### config.mk
export PLATFORM = sky130hd
export DESIGN_NAME = attitude_report_deframer
export DESIGN_NICKNAME = d
export VERILOG_FILES = /design/src/rtl/ard_pkg.sv /design/src/rtl/ard_front.sv /design/src/rtl/ard_queue.sv /design/src/rtl/ard_back.sv /design/src/rtl/attitude_report_deframer.sv
export SDC_FILE = /design/constraint.sdc
export NUM_CORES = 1
export LEC_CHECK = 0
export BUFFER_PORTS_ARGS = -buffer_cell sky130_fd_sc_hd__buf_2
export CORE_MARGIN = 8
export CORE_UTILIZATION = 60
export CTS_CLUSTER_SIZE = 16
export DETAILED_ROUTE_END_ITERATION = 6
export GPL_ROUTABILITY_DRIVEN = 0
export PLACE_DENSITY = 0.79
export SYNTH_ARGS = -nofsm -noshare
export SYNTH_HDL_FRONTEND = slang
export SYNTH_SLANG_ARGS = --single-unit
### constraint.sdc
create_clock -name clk_i -period 8.73 [get_ports clk_i]
set_input_delay 0.4365 -clock clk_i [delete_from_list [all_inputs] [get_ports clk_i]]
set_output_delay 0.4365 -clock clk_i [all_outputs]
set_load 0.05 [all_outputs]
### src/rtl/ard_pkg.sv
// ----------------------------------------------------------------------------
// ard_pkg: shared types and constants of the attitude report deframer
// Frame sync bytes, register map, queue sizing and the record that travels
// from the frame tracker to the angle stage.
// ----------------------------------------------------------------------------
package ard_pkg;

  localparam logic [7:0] SyncFirst   = 8'hA5;
  localparam logic [7:0] SyncSecond  = 8'h5A;
  localparam logic [7:0] CodeReset    = 8'h03;
  localparam logic [7:0] SubcodeReset = 8'h10;

  // Register indexes, taken from paddr[2].
  localparam logic RegCode    = 1'b0;
  localparam logic RegSubcode = 1'b1;

  localparam int unsigned PaddrW = 3;
  localparam int unsigned AngleW = 17;

  // Frame positions that carry header and angle bytes.
  localparam logic [8:0] PosSync    = 9'd1;
  localparam logic [8:0] PosCode    = 9'd2;
  localparam logic [8:0] PosSubcode = 9'd3;
  localparam logic [8:0] PosLength  = 9'd4;
  localparam logic [8:0] PosPayload = 9'd5;
  localparam logic [8:0] PosPitchLo = 9'd6;
  localparam logic [8:0] PosPitchHi = 9'd7;
  localparam logic [8:0] PosRollLo  = 9'd8;
  localparam logic [8:0] PosRollHi  = 9'd9;
  localparam logic [8:0] PosYawLo   = 9'd10;
  localparam logic [8:0] PosYawHi   = 9'd11;

  localparam int unsigned QDepth = 2;
  localparam int unsigned QPtrW  = 1;
  localparam int unsigned QCntW  = 2;

  typedef struct packed {
    logic [7:0] pitch_lo;
    logic [7:0] pitch_hi;
    logic [7:0] roll_lo;
    logic [7:0] roll_hi;
    logic [7:0] yaw_lo;
    logic [7:0] yaw_hi;
  } ard_raw_t;

  typedef struct packed {
    logic [QCntW-1:0] count;
    logic             full;
    logic             empty;
  } ard_qstat_t;

  // High byte times 256, plus the low byte when that product is positive,
  // minus it otherwise; both bytes are two's complement.
  function automatic logic signed [AngleW-1:0] angle_of(logic [7:0] hi, logic [7:0] lo);
    logic signed [AngleW-1:0] base;
    logic signed [AngleW-1:0] low_ext;
    base    = {hi[7], hi, 8'h00};
    low_ext = {{(AngleW-8){lo[7]}}, lo};
    if (!hi[7] && (hi != 8'h00)) begin
      angle_of = base + low_ext;
    end else begin
      angle_of = base - low_ext;
    end
  endfunction

endpackage

### src/rtl/ard_front.sv
// ----------------------------------------------------------------------------
// ard_front: frame tracker
// Follows the frame position byte by byte, keeps the header and the angle
// bytes, and issues a raw record when a matching report completes.
// ----------------------------------------------------------------------------
module ard_front (
  input  logic              clk_i,
  input  logic              rst_ni,
  input  logic              take_i,
  input  logic [7:0]        rx_byte_i,
  input  logic [7:0]        report_code_i,
  input  logic [7:0]        report_subcode_i,
  output logic              rec_valid_o,
  output ard_pkg::ard_raw_t rec_o
);
  import ard_pkg::*;

  logic [8:0] pos_q, pos_d;
  logic [7:0] rem_q, rem_d;
  logic [7:0] code_q, code_d;
  logic [7:0] sub_q, sub_d;
  ard_raw_t   raw_q, raw_d;

  always_comb begin
    pos_d       = pos_q;
    rem_d       = rem_q;
    code_d      = code_q;
    sub_d       = sub_q;
    raw_d       = raw_q;
    rec_valid_o = 1'b0;
    if (take_i) begin
      if (rx_byte_i == SyncFirst) begin
        pos_d = PosSync;
      end else if (rx_byte_i == SyncSecond && pos_q == PosSync) begin
        pos_d = PosCode;
      end else if (pos_q == PosCode) begin
        code_d = rx_byte_i;
        pos_d  = PosSubcode;
      end else if (pos_q == PosSubcode) begin
        sub_d = rx_byte_i;
        pos_d = PosLength;
      end else if (pos_q == PosLength) begin
        rem_d = rx_byte_i;
        pos_d = PosPayload;
      end else begin
        case (pos_q)
          PosPitchLo: raw_d.pitch_lo = rx_byte_i;
          PosPitchHi: raw_d.pitch_hi = rx_byte_i;
          PosRollLo:  raw_d.roll_lo  = rx_byte_i;
          PosRollHi:  raw_d.roll_hi  = rx_byte_i;
          PosYawLo:   raw_d.yaw_lo   = rx_byte_i;
          PosYawHi:   raw_d.yaw_hi   = rx_byte_i;
          default: ;
        endcase
        // Any other byte counts as payload, also when the second sync is missing.
        if (rem_q != 8'd0) begin
          rem_d = rem_q - 8'd1;
          pos_d = pos_q + 9'd1;
          if (rem_q == 8'd1 && code_q == report_code_i && sub_q == report_subcode_i) begin
            rec_valid_o = 1'b1;
          end
        end
      end
    end
  end

  // The record carries the bytes as they stand after this beat's capture.
  assign rec_o = raw_d;

  always_ff @(posedge clk_i or negedge rst_ni) begin
    if (!rst_ni) begin
      pos_q  <= '0;
      rem_q  <= '0;
      code_q <= '0;
      sub_q  <= '0;
      raw_q  <= '0;
    end else begin
      pos_q  <= pos_d;
      rem_q  <= rem_d;
      code_q <= code_d;
      sub_q  <= sub_d;
      raw_q  <= raw_d;
    end
  end

endmodule

### src/rtl/ard_queue.sv
// ----------------------------------------------------------------------------
// ard_queue: record queue
// A short first-in first-out store of raw records between the frame tracker
// and the angle stage.
// ----------------------------------------------------------------------------
module ard_queue (
  input  logic                clk_i,
  input  logic                rst_ni,
  input  logic                wr_i,
  input  ard_pkg::ard_raw_t   wr_data_i,
  input  logic                rd_i,
  output ard_pkg::ard_raw_t   rd_data_o,
  output ard_pkg::ard_qstat_t stat_o
);
  import ard_pkg::*;

  ard_raw_t         mem_q [QDepth];
  logic [QPtrW-1:0] wptr_q, wptr_d;
  logic [QPtrW-1:0] rptr_q, rptr_d;
  logic [QCntW-1:0] cnt_q, cnt_d;
  logic             do_wr, do_rd;

  assign stat_o.count = cnt_q;
  assign stat_o.full  = (cnt_q == QCntW'(QDepth));
  assign stat_o.empty = (cnt_q == '0);

  assign do_wr = wr_i && !stat_o.full;
  assign do_rd = rd_i && !stat_o.empty;

  always_comb begin
    wptr_d = do_wr ? wptr_q + QPtrW'(1) : wptr_q;
    rptr_d = do_rd ? rptr_q + QPtrW'(1) : rptr_q;
    cnt_d  = cnt_q;
    if (do_wr && !do_rd) begin
      cnt_d = cnt_q + QCntW'(1);
    end else if (do_rd && !do_wr) begin
      cnt_d = cnt_q - QCntW'(1);
    end
  end

  assign rd_data_o = mem_q[rptr_q];

  always_ff @(posedge clk_i) begin
    if (do_wr) begin
      mem_q[wptr_q] <= wr_data_i;
    end
  end

  always_ff @(posedge clk_i or negedge rst_ni) begin
    if (!rst_ni) begin
      wptr_q <= '0;
      rptr_q <= '0;
      cnt_q  <= '0;
    end else begin
      wptr_q <= wptr_d;
      rptr_q <= rptr_d;
      cnt_q  <= cnt_d;
    end
  end

endmodule

### src/rtl/ard_back.sv
// ----------------------------------------------------------------------------
// ard_back: angle stage
// Turns the oldest raw record into three angles and holds them in the
// output register until the result beat is taken.
// ----------------------------------------------------------------------------
module ard_back (
  input  logic                           clk_i,
  input  logic                           rst_ni,
  input  logic                           rec_avail_i,
  input  ard_pkg::ard_raw_t              rec_i,
  output logic                           rec_take_o,
  input  logic                           pop,
  output logic                           empty,
  output logic signed [ard_pkg::AngleW-1:0] yaw_centi_o,
  output logic signed [ard_pkg::AngleW-1:0] roll_centi_o,
  output logic signed [ard_pkg::AngleW-1:0] pitch_centi_o
);
  import ard_pkg::*;

  logic                     valid_q, valid_d;
  logic signed [AngleW-1:0] yaw_q, roll_q, pitch_q;

  assign empty      = !valid_q;
  assign rec_take_o = rec_avail_i && (!valid_q || pop);

  always_comb begin
    valid_d = valid_q;
    if (rec_take_o) begin
      valid_d = 1'b1;
    end else if (pop) begin
      valid_d = 1'b0;
    end
  end

  always_ff @(posedge clk_i) begin
    if (rec_take_o) begin
      yaw_q   <= angle_of(rec_i.yaw_hi, rec_i.yaw_lo);
      roll_q  <= angle_of(rec_i.roll_hi, rec_i.roll_lo);
      pitch_q <= angle_of(rec_i.pitch_hi, rec_i.pitch_lo);
    end
  end

  always_ff @(posedge clk_i or negedge rst_ni) begin
    if (!rst_ni) begin
      valid_q <= 1'b0;
    end else begin
      valid_q <= valid_d;
    end
  end

  assign yaw_centi_o   = yaw_q;
  assign roll_centi_o  = roll_q;
  assign pitch_centi_o = pitch_q;

endmodule

### src/rtl/attitude_report_deframer.sv
// ----------------------------------------------------------------------------
// attitude_report_deframer: attitude report deframer top level
// Recovers attitude reports from a received serial byte stream.
// ----------------------------------------------------------------------------
// The block takes one received byte per clock and delivers one result beat
// with yaw, roll and pitch in hundredths of a degree for every completed
// frame whose code and subcode match the two configuration registers. A
// byte is accepted every cycle while full is low. The record queue takes the
// record at the edge that accepts the byte completing its frame, and the
// output register loads it from the queue once the register is empty or
// being popped. full rises only once the two-entry queue and the output
// register all hold results that have not been popped.
module attitude_report_deframer (
  input  logic                           clk_i,
  input  logic                           rst_ni,
  input  logic                           psel,
  input  logic                           penable,
  input  logic                           pwrite,
  input  logic [ard_pkg::PaddrW-1:0]     paddr,
  input  logic [31:0]                    pwdata,
  output logic [31:0]                    prdata,
  output logic                           pready,
  input  logic                           push,
  output logic                           full,
  input  logic [7:0]                     rx_byte_i,
  output logic                           empty,
  input  logic                           pop,
  output logic signed [ard_pkg::AngleW-1:0] yaw_centi_o,
  output logic signed [ard_pkg::AngleW-1:0] roll_centi_o,
  output logic signed [ard_pkg::AngleW-1:0] pitch_centi_o
);
  import ard_pkg::*;

  logic [7:0] code_q, sub_q;
  logic       cfg_wr;
  logic       take;
  logic       rec_valid, q_pop;
  ard_raw_t   rec, q_head;
  ard_qstat_t q_stat;

  assign pready = 1'b1;
  assign cfg_wr = psel && penable && pwrite;

  always_ff @(posedge clk_i or negedge rst_ni) begin
    if (!rst_ni) begin
      code_q <= CodeReset;
      sub_q  <= SubcodeReset;
    end else if (cfg_wr) begin
      if (paddr[2] == RegCode) begin
        code_q <= pwdata[7:0];
      end else begin
        sub_q <= pwdata[7:0];
      end
    end
  end

  always_comb begin
    case (paddr[2])
      RegCode:    prdata = {24'h0, code_q};
      RegSubcode: prdata = {24'h0, sub_q};
      default:    prdata = '0;
    endcase
  end

  assign full = q_stat.full;
  assign take = push && !full;

  ard_front u_front (
    .clk_i            (clk_i),
    .rst_ni           (rst_ni),
    .take_i           (take),
    .rx_byte_i        (rx_byte_i),
    .report_code_i    (code_q),
    .report_subcode_i (sub_q),
    .rec_valid_o      (rec_valid),
    .rec_o            (rec)
  );

  ard_queue u_queue (
    .clk_i     (clk_i),
    .rst_ni    (rst_ni),
    .wr_i      (rec_valid),
    .wr_data_i (rec),
    .rd_i      (q_pop),
    .rd_data_o (q_head),
    .stat_o    (q_stat)
  );

  ard_back u_back (
    .clk_i         (clk_i),
    .rst_ni        (rst_ni),
    .rec_avail_i   (!q_stat.empty),
    .rec_i         (q_head),
    .rec_take_o    (q_pop),
    .pop           (pop),
    .empty         (empty),
    .yaw_centi_o   (yaw_centi_o),
    .roll_centi_o  (roll_centi_o),
    .pitch_centi_o (pitch_centi_o)
  );

  // The queue never holds more records than it has entries.
  a_q_bound: assert property (@(posedge clk_i) disable iff (!rst_ni)
    q_stat.count <= QCntW'(QDepth))
    else $error("record queue over its depth");

  // A record is only produced while the queue has room for it.
  a_no_lost_rec: assert property (@(posedge clk_i) disable iff (!rst_ni)
    !(rec_valid && q_stat.full))
    else $error("record produced while queue full");

  // The output register is reloaded only when its beat is gone or leaving.
  a_out_free: assert property (@(posedge clk_i) disable iff (!rst_ni)
    q_pop |-> (empty || pop))
    else $error("output register overwritten");

  // A queue entry taken by the angle stage shows up as a result beat.
  a_out_loaded: assert property (@(posedge clk_i) disable iff (!rst_ni)
    q_pop |=> !empty)
    else $error("taken record did not reach the output");

endmodule
==> summary.txt, run 1 <==
Power and ir drop
  – Clk pwr share: 22.9%
  – Peak VDD IR: 0.318 mV
  – Part of the power in combinational logic: 39.9%
  – Part of the power in registers: 37.2%
  – Switching Share: 38.6%
  – P_int: 0.00302 W
  – Lkg Pwr: 5.96 nW
  – NetSw: 0.00190 W
  – PwrDens: 347 nW/µm²

GRT
  – GRT Max-Usage Layer: met2
  – GRT Overall Usage: 19.1%
  – Largest net degree at the start of global routing: 57
  – Routing usage on met3: 3.21%
  – Grt ovf: 0
  – Vias in the first global route: 8,166
  – Antenna violations before repair: 0
  – Met1 Track Usage GR: 25.1%
  – M2 GR Usage: 32.4%
  – First-pass GRT wire length: 41,400 µm

Critical path
  – CP cell instances: buf_4 > mux2i_1 > inv_1 > ha_1 > inv_1 > fa_1 > o21bai_1 > a21oi_1 > o31a_1 > nor2_1 > nor4_1 > a211oi_1 > a31oi_1
  – Reg2Reg Depth: 13
  – Reg-to-Reg Start: u_queue.rptr_q
  – Critical Path Sink: u_back.roll_centi_o[16]
  – CP endpoint kind: flop
  – Critical Path Max Stage Delay: 940 ps
  – Crit path top cell by count: inv_1
  – R2r setup slk: 4250 ps
  – Arr. time, crit path: 4870 ps
  – Worst EP required: 9120 ps
  – Worst path slowest cell: mux2i_1
  – CP Launch Type: flop
  – Crit. Startpoint: u_queue.rptr_q
  – Setup CP Type: flop to flop
  – Worst-path fanout max: 56
  – Critical R2R Capture: u_back.roll_centi_o[16]

Clock tree
  – Post-CTS Hold Fix Bufs: 1
  – H-tree depth: 1
  – Post-CTS Resized: 0
  – Clock sinks: 249
  – Postcts setup bufs: 0
  – Clock transition at path regs: 60 ps
  – Clk root buf: clkbuf_16
  – TritonCTS clock tree: done
  – Clk_lat worst skew: 540 ps
  – Num CTS Buffers: 26
  – Deepest clock path buffer count: 3

STA
  – Worst Hold Slack: 152 ps
  – RSZ-0062 raised after global routing: false
  – Final Max Tran Viols: 0
  – Slew @ Worst Pin: 1160 ps
  – Max Clock Skew: 26.3 ps
  – Setup TNS: 0 ps
  – Final Hold Fails: 0
  – Final setup violating endpoints: 0
  – Worst relative slew slack: 22.6%
  – Fin crit period: 4480 ps
  – Fmax achieved: 223 MHz
  – Share of the clock period used by the worst path: 51.3%

Cells and area
  – Design area: 14,200 µm²
  – Util after Layout: 67.7%
  – Final Non-Filler Cells: 1,403
  – Syn-to-layout area delta: 11.4%
  – Nets: 1,222
  – # diodes: 0
  – Layout cells sized above 1: 23.2%

Place
  – Port Buffers: 84
  – Final HPWL DP: 16,400 µm
  – Placed Instances: 1,354
  – Placed Area: 13,300 µm²

Run
  – Max Cap Viol: 0

Detailed routing
  – 1st-iter DRT viols: 581
  – Via count: 8,081
  – Detail Route Antenna Nets: 0
  – Wire per inst: 17.9 µm
  – Detailed Route WL: 25,100 µm
  – First-pass detailed-route iteration total: 5
  – DRC Markers: 0
  – Avg Vias per Cell: 5.76

Min path
  – Min-delay worst type: primary input to flop
  – Cells on Worst Hold Path: 2

Logic synthesis
  – Yosys reg bits: 249
  – Async S/R FF share, synth: 41.0%
  – Post-synth EDFFs: 147
  – Synth Cell Area: 12,700 µm²
  – Sequential element share of the synthesized area: 54.8%
  – YS warnings: 0
  – Synth unique cells: 72
  – Cell count after synthesis: 1,029
  – Avg Inst Size Synth: 12.4 µm²
  – Ys flop type: edfxtp_1

Outcome
  – Status: finished, final reports clean

Floorplan
  – Core footprint: 21,000 µm²
  – Die Span Y: 162 µm
  – Die Area: 26,100 µm²
  – Row cnt: 53
  – Initial Utilization: 60.7%
  – Chip width: 162 µm
  – Top Ports: 136
stage by stage:
step	setup slack, ps	power (W)
2_1_floorplan	4290	0.00341
3_3_place_gp	4380	0.00374
3_5_place_dp	4320	0.00380
4_1_cts	4310	0.00494
5_1_grt	3850	0.00519
6_report	4250	0.00492
flip-flops by register name (all words and copies together), names as in the netlist, 9 cells and up:
register	cells
u_front.raw_q	48
u_queue.mem_q	96
u_back.roll_centi_o	17
u_back.yaw_centi_o	17
u_front.pos_q	9
u_back.pitch_centi_o	17
layout make-up:
type,count,area [µm²]
sequential,249,6970
fill,1511,6770
multi-input combinational,695,5330
clock buffer,39,803
timing repair buffer,92,485
tap,275,344
inverter,44,165
clock inverter,9,82.6
logic make-up (layout without fill, tap and decap cells):
| family | after synthesis | after routing | synth area share [%] |
|---|---|---|---|
| AOI/OAI and AO/OA | 159 | 159 | 8.16 |
| xor gates and xnor gates | 67 | 67 | 4.61 |
| adders and majority gates | 64 | 64 | 6.47 |
| buffers and inverters | 108 | 184 | 4.09 |
| DFF | 249 | 249 | 54.8 |
| muxes | 138 | 138 | 11.9 |
| other | 2 | 25 | 0.0590 |
| and+or+nand+nor | 242 | 242 | 9.95 |
worst min-delay path by stage:
| stage | startpoint | endpoint |
|---|---|---|
| detailed placement | rst_ni | u_queue.cnt_q[1] |
| finish | pwdata[0] | sub_q[0] |
| global placement | rst_ni | u_back.valid_q |
| global route | pwdata[7] | code_q[7] |
| CTS | pwdata[0] | sub_q[0] |
| floorplan | rst_ni | code_q[2] |
metal layers:
layer	up-vias	wire, µm
met4	0	554
met2	204	12100
met1	3968	11200
li1	3872	-
met3	37	1340
met5	-	0
power by group through the flow:
stage | combinational [W] | sequential [W] | clock, W
after floorplan | 0.00119 | 0.00222 | 0
after global placement | 0.00191 | 0.00183 | 0
after detailed placement | 0.00195 | 0.00185 | 0
after CTS | 0.00197 | 0.00183 | 0.00114
after global routing | 0.00214 | 0.00187 | 0.00119
final | 0.00196 | 0.00183 | 0.00113
Yosys cell counts (all sizes together), types with 9 or more instances:
library cell / instances / area, µm²
a21oi: 44 / 220
a31oi: 12 / 75.1
buf: 42 / 273
clkbuf: 22 / 82.6
dfrtp: 99 / 2480
edfxtp: 147 / 4410
ha: 61 / 763
inv: 44 / 165
mux2: 108 / 1220
mux2i: 30 / 300
nand2: 44 / 165
nand3: 9 / 45.0
nor2: 74 / 280
nor3: 30 / 150
nor3b: 10 / 75.1
nor4: 15 / 115
o21ai: 39 / 195
or3: 10 / 72.6
xnor2: 44 / 385
xor2: 23 / 201
critical path: cells and delay by family, from the launching register on:
| family | cells | cell delay [ps] |
|---|---|---|
| compound gates | 5 | 700 |
| fa+ha+maj | 2 | 530 |
| buf+inv | 3 | 1140 |
| flops | 1 | 740 |
| mux | 1 | 940 |
| simple gates | 2 | 240 |
layout by cell type (no fill, tap or decap), types with 29 or more instances in the layout:
master and count:
ha_1 61, xnor2_1 44, dfrtp_1 98, clkbuf_16 29
mux2i_1 30, mux2_2 108, nor2_1 73, o21ai_0 37
nor3_1 30, inv_1 43, edfxtp_1 147, a21oi_1 44
nand2_1 44, buf_2 83
Power figures use the tool's default switching activity.
==> run 2: changes to the inputs <==
--- a/config.mk
+++ b/config.mk
@@ -7,11 +7,11 @@
 export LEC_CHECK = 0
 export BUFFER_PORTS_ARGS = -buffer_cell sky130_fd_sc_hd__buf_2
 export CORE_MARGIN = 8
-export CORE_UTILIZATION = 60
+export CORE_UTILIZATION = 59
 export CTS_CLUSTER_SIZE = 16
 export DETAILED_ROUTE_END_ITERATION = 6
 export GPL_ROUTABILITY_DRIVEN = 0
-export PLACE_DENSITY = 0.79
+export PLACE_DENSITY = 0.78
 export SYNTH_ARGS = -nofsm -noshare
 export SYNTH_HDL_FRONTEND = slang
 export SYNTH_SLANG_ARGS = --single-unit
==> constraint.sdc (replaced) <==
create_clock -name clk_i -period 4.35 [get_ports clk_i]
set_input_delay 0.2175 -clock clk_i [delete_from_list [all_inputs] [get_ports clk_i]]
set_output_delay 0.2175 -clock clk_i [all_outputs]
set_load 0.05 [all_outputs]
==> run 2 against run 1 <==
Final area is 0.86% higher. Non-clock buffer count grew 15. Global-route usage down 0.12 points. Critical path type unchanged. Critical endpoint is now u_back.pitch_centi_o[16].
==> summary.txt, run 2 (synthesis results as in run 1) <==
Critical path
  – CP Launch Type: flop
  – Setup CP Type: flop to flop
  – Critical R2R Capture: u_back.pitch_centi_o[16]
  – Worst-path fanout max: 28
  – Worst EP required: 4610 ps
  – CP endpoint kind: flop
  – Reg2Reg Depth: 13
  – R2r setup slk: 720 ps
  – Reg-to-Reg Start: u_queue.rptr_q
  – Arr. time, crit path: 3890 ps

Place
  – Setup WS pre-CTS: 810 ps
  – Placed Instances: 1,360
  – Final HPWL DP: 17,200 µm
  – Placed Area: 13,300 µm²
  – Port Buffers: 84

Cells and area
  – Top flop regs: u_queue.mem_q x96, u_front.raw_q x48
  – Multi-input logic area: 5330 µm²
  – Syn-to-layout area delta: 12.4%
  – FF+latch area: 6970 µm²
  – # diodes: 0
  – Design area: 14,300 µm²
  – Fillcell total: 1,547
  – Most frequent cells in the layout: 147 x edfxtp_1, 108 x mux2_2, 98 x dfrtp_1
  – Max reg flops: 96
  – Nets: 1,237
  – Final Non-Filler Cells: 1,418
  – Layout cells sized above 1: 23.6%
  – Commonest non-fill, non-tap cell in the layout: edfxtp_1
  – Top reg by flops: u_queue.mem_q

STA
  – Worst setup margin: 723 ps
  – RSZ-0062 raised after global routing: false
  – Share of the clock period used by the worst path: 83.4%
  – Slew @ Worst Pin: 1190 ps
  – Worst relative slew slack: 21.0%
  – Fin crit period: 3630 ps
  – Setup TNS: 0 ps
  – Final Hold Fails: 0
  – Final Max Tran Viols: 0
  – Final setup violating endpoints: 0
  – Fmax achieved: 276 MHz
  – Max Clock Skew: 9.68 ps

Clock tree
  – Clk_lat worst skew: 530 ps
  – Clock transition at path regs: 60 ps
  – Clk root buf: clkbuf_16
  – TritonCTS clock tree: done
  – Num CTS Buffers: 26
  – Clock sinks: 249
  – Deepest clock path buffer count: 3
  – H-tree depth: 1

Detailed routing
  – Wire per inst: 18.0 µm
  – Via count: 8,201
  – Detail Route Antenna Nets: 0
  – Routed wl met3: 1540 µm
  – Max Used Layer: met4
  – Detailed Route WL: 25,500 µm
  – DRC Markers: 0
  – First-pass detailed-route iteration total: 5
  – 1st-iter DRT viols: 540
  – M1 wire length: 11,000 µm
  – Avg Vias per Cell: 5.78
  – WL met2: 12,300 µm

Power and ir drop
  – NetSw: 0.00382 W
  – Switching Share: 38.6%
  – Clk pwr share: 22.6%
  – Overall Power: 0.00989 W
  – Part of the power in combinational logic: 40.2%
  – Part of the power in registers: 37.2%
  – P_int: 0.00608 W
  – PwrDens: 691 nW/µm²
  – Lkg Pwr: 6.02 nW
  – Peak VDD IR: 0.604 mV

GRT
  – Vias in the first global route: 8,218
  – Largest net degree at the start of global routing: 74
  – First-pass GRT wire length: 41,600 µm
  – GRT Overall Usage: 19.0%
  – Antenna violations before repair: 0
  – Grt ovf: 0

Run
  – Max Cap Viol: 0

Floorplan
  – Top Ports: 136
  – Core footprint: 21,100 µm²
  – Chip width: 163 µm
  – Row cnt: 53
  – Die Span Y: 163 µm
  – Die Area: 26,500 µm²
  – Initial Utilization: 60.4%

Min path
  – WHS Endpoint: u_front.pos_q[3]
  – Cells on Worst Hold Path: 3
  – Min-delay worst type: primary input to flop
  – Hold Startpoint: push

Outcome
  – Status: finished, final reports clean
## run 2: changes by cell type in the layout (fill, tap and decap cells not counted), moves of 2 or more
cell,change
clkinv_2,+3
inv_4,-2
dlygate4sd3_1,+9
clkbuf_16,-2
buf_4,+6
clkinvlp_4,+2
## run 2: stage by stage
| step | util (%) | hold slack [ps] |
|---|---|---|
| after detailed placement | 63.2 | 415 |
| after global placement | 63.2 | 411 |
| after floorplan | - | -78.1 |
| after global routing | 67.9 | 177 |
| final | 67.9 | 169 |
| after CTS | 67.9 | 147 |
## run 2: power by group through the flow
| stage | Combinational [W] | Sequential [W] | Clock [W] |
|---|---|---|---|
| floorplan | 0.00239 | 0.00446 | 0 |
| global placement | 0.00385 | 0.00368 | 0 |
| detailed placement | 0.00395 | 0.00373 | 0 |
| CTS | 0.00399 | 0.00368 | 0.00226 |
| global route | 0.00433 | 0.00375 | 0.00235 |
| finish | 0.00398 | 0.00368 | 0.00224 |
## run 2: how the worst max path moves through the flow
| stage | startpoint | to |
|---|---|---|
| 3_5_place_dp | u_queue.rptr_q | u_back.pitch_centi_o[16] |
| 4_1_cts | u_queue.rptr_q | u_back.pitch_centi_o[16] |
| 3_3_place_gp | u_queue.rptr_q | u_back.pitch_centi_o[16] |
| 2_1_floorplan | u_front.pos_q[3] | u_queue.mem_q[0][0] |
| 5_1_grt | u_queue.rptr_q | u_back.pitch_centi_o[16] |
| 6_report | u_queue.rptr_q | u_back.pitch_centi_o[16] |
## run 2: critical path, stage by stage, from the launching register on
cell and delay, ps:
dfrtp_2 820, mux2i_1 170, buf_4 220, inv_1 270
ha_1 240, inv_1 60, fa_1 430, o21ba_2 210
o21ai_0 300, a221oi_1 160, nor2_1 120, nor4_1 50
a211oi_1 220, a31oi_1 70
## run 2: layer usage
layer | vias up | global-route usage (%)
li1 | 3903 | -
met1 | 3992 | 24.1
met2 | 252 | 32.4
met3 | 54 | 3.61
met4 | 0 | 5.92
met5 | - | 0
## run 2: what timing repair did
| action | CTS | global route |
|---|---|---|
| hold endpoints to repair | 89 | 0 |
| gates resized for setup | 0 | 0 |
| setup buffers | 0 | 0 |
| hold buffers | 10 | 0 |
| endpoints found under the setup margin | 0 | 0 |
## run 2: layout make-up
cell class                      count  area share (%)
Timing Repair Buffer              107            4.34
Sequential cell                   249            48.7
Clock buffer                       37            5.33
Tap cell                          275            2.40
Multi-Input combinational cell    695            37.3
Clock inverter                     11           0.770
Inverter                           44            1.15
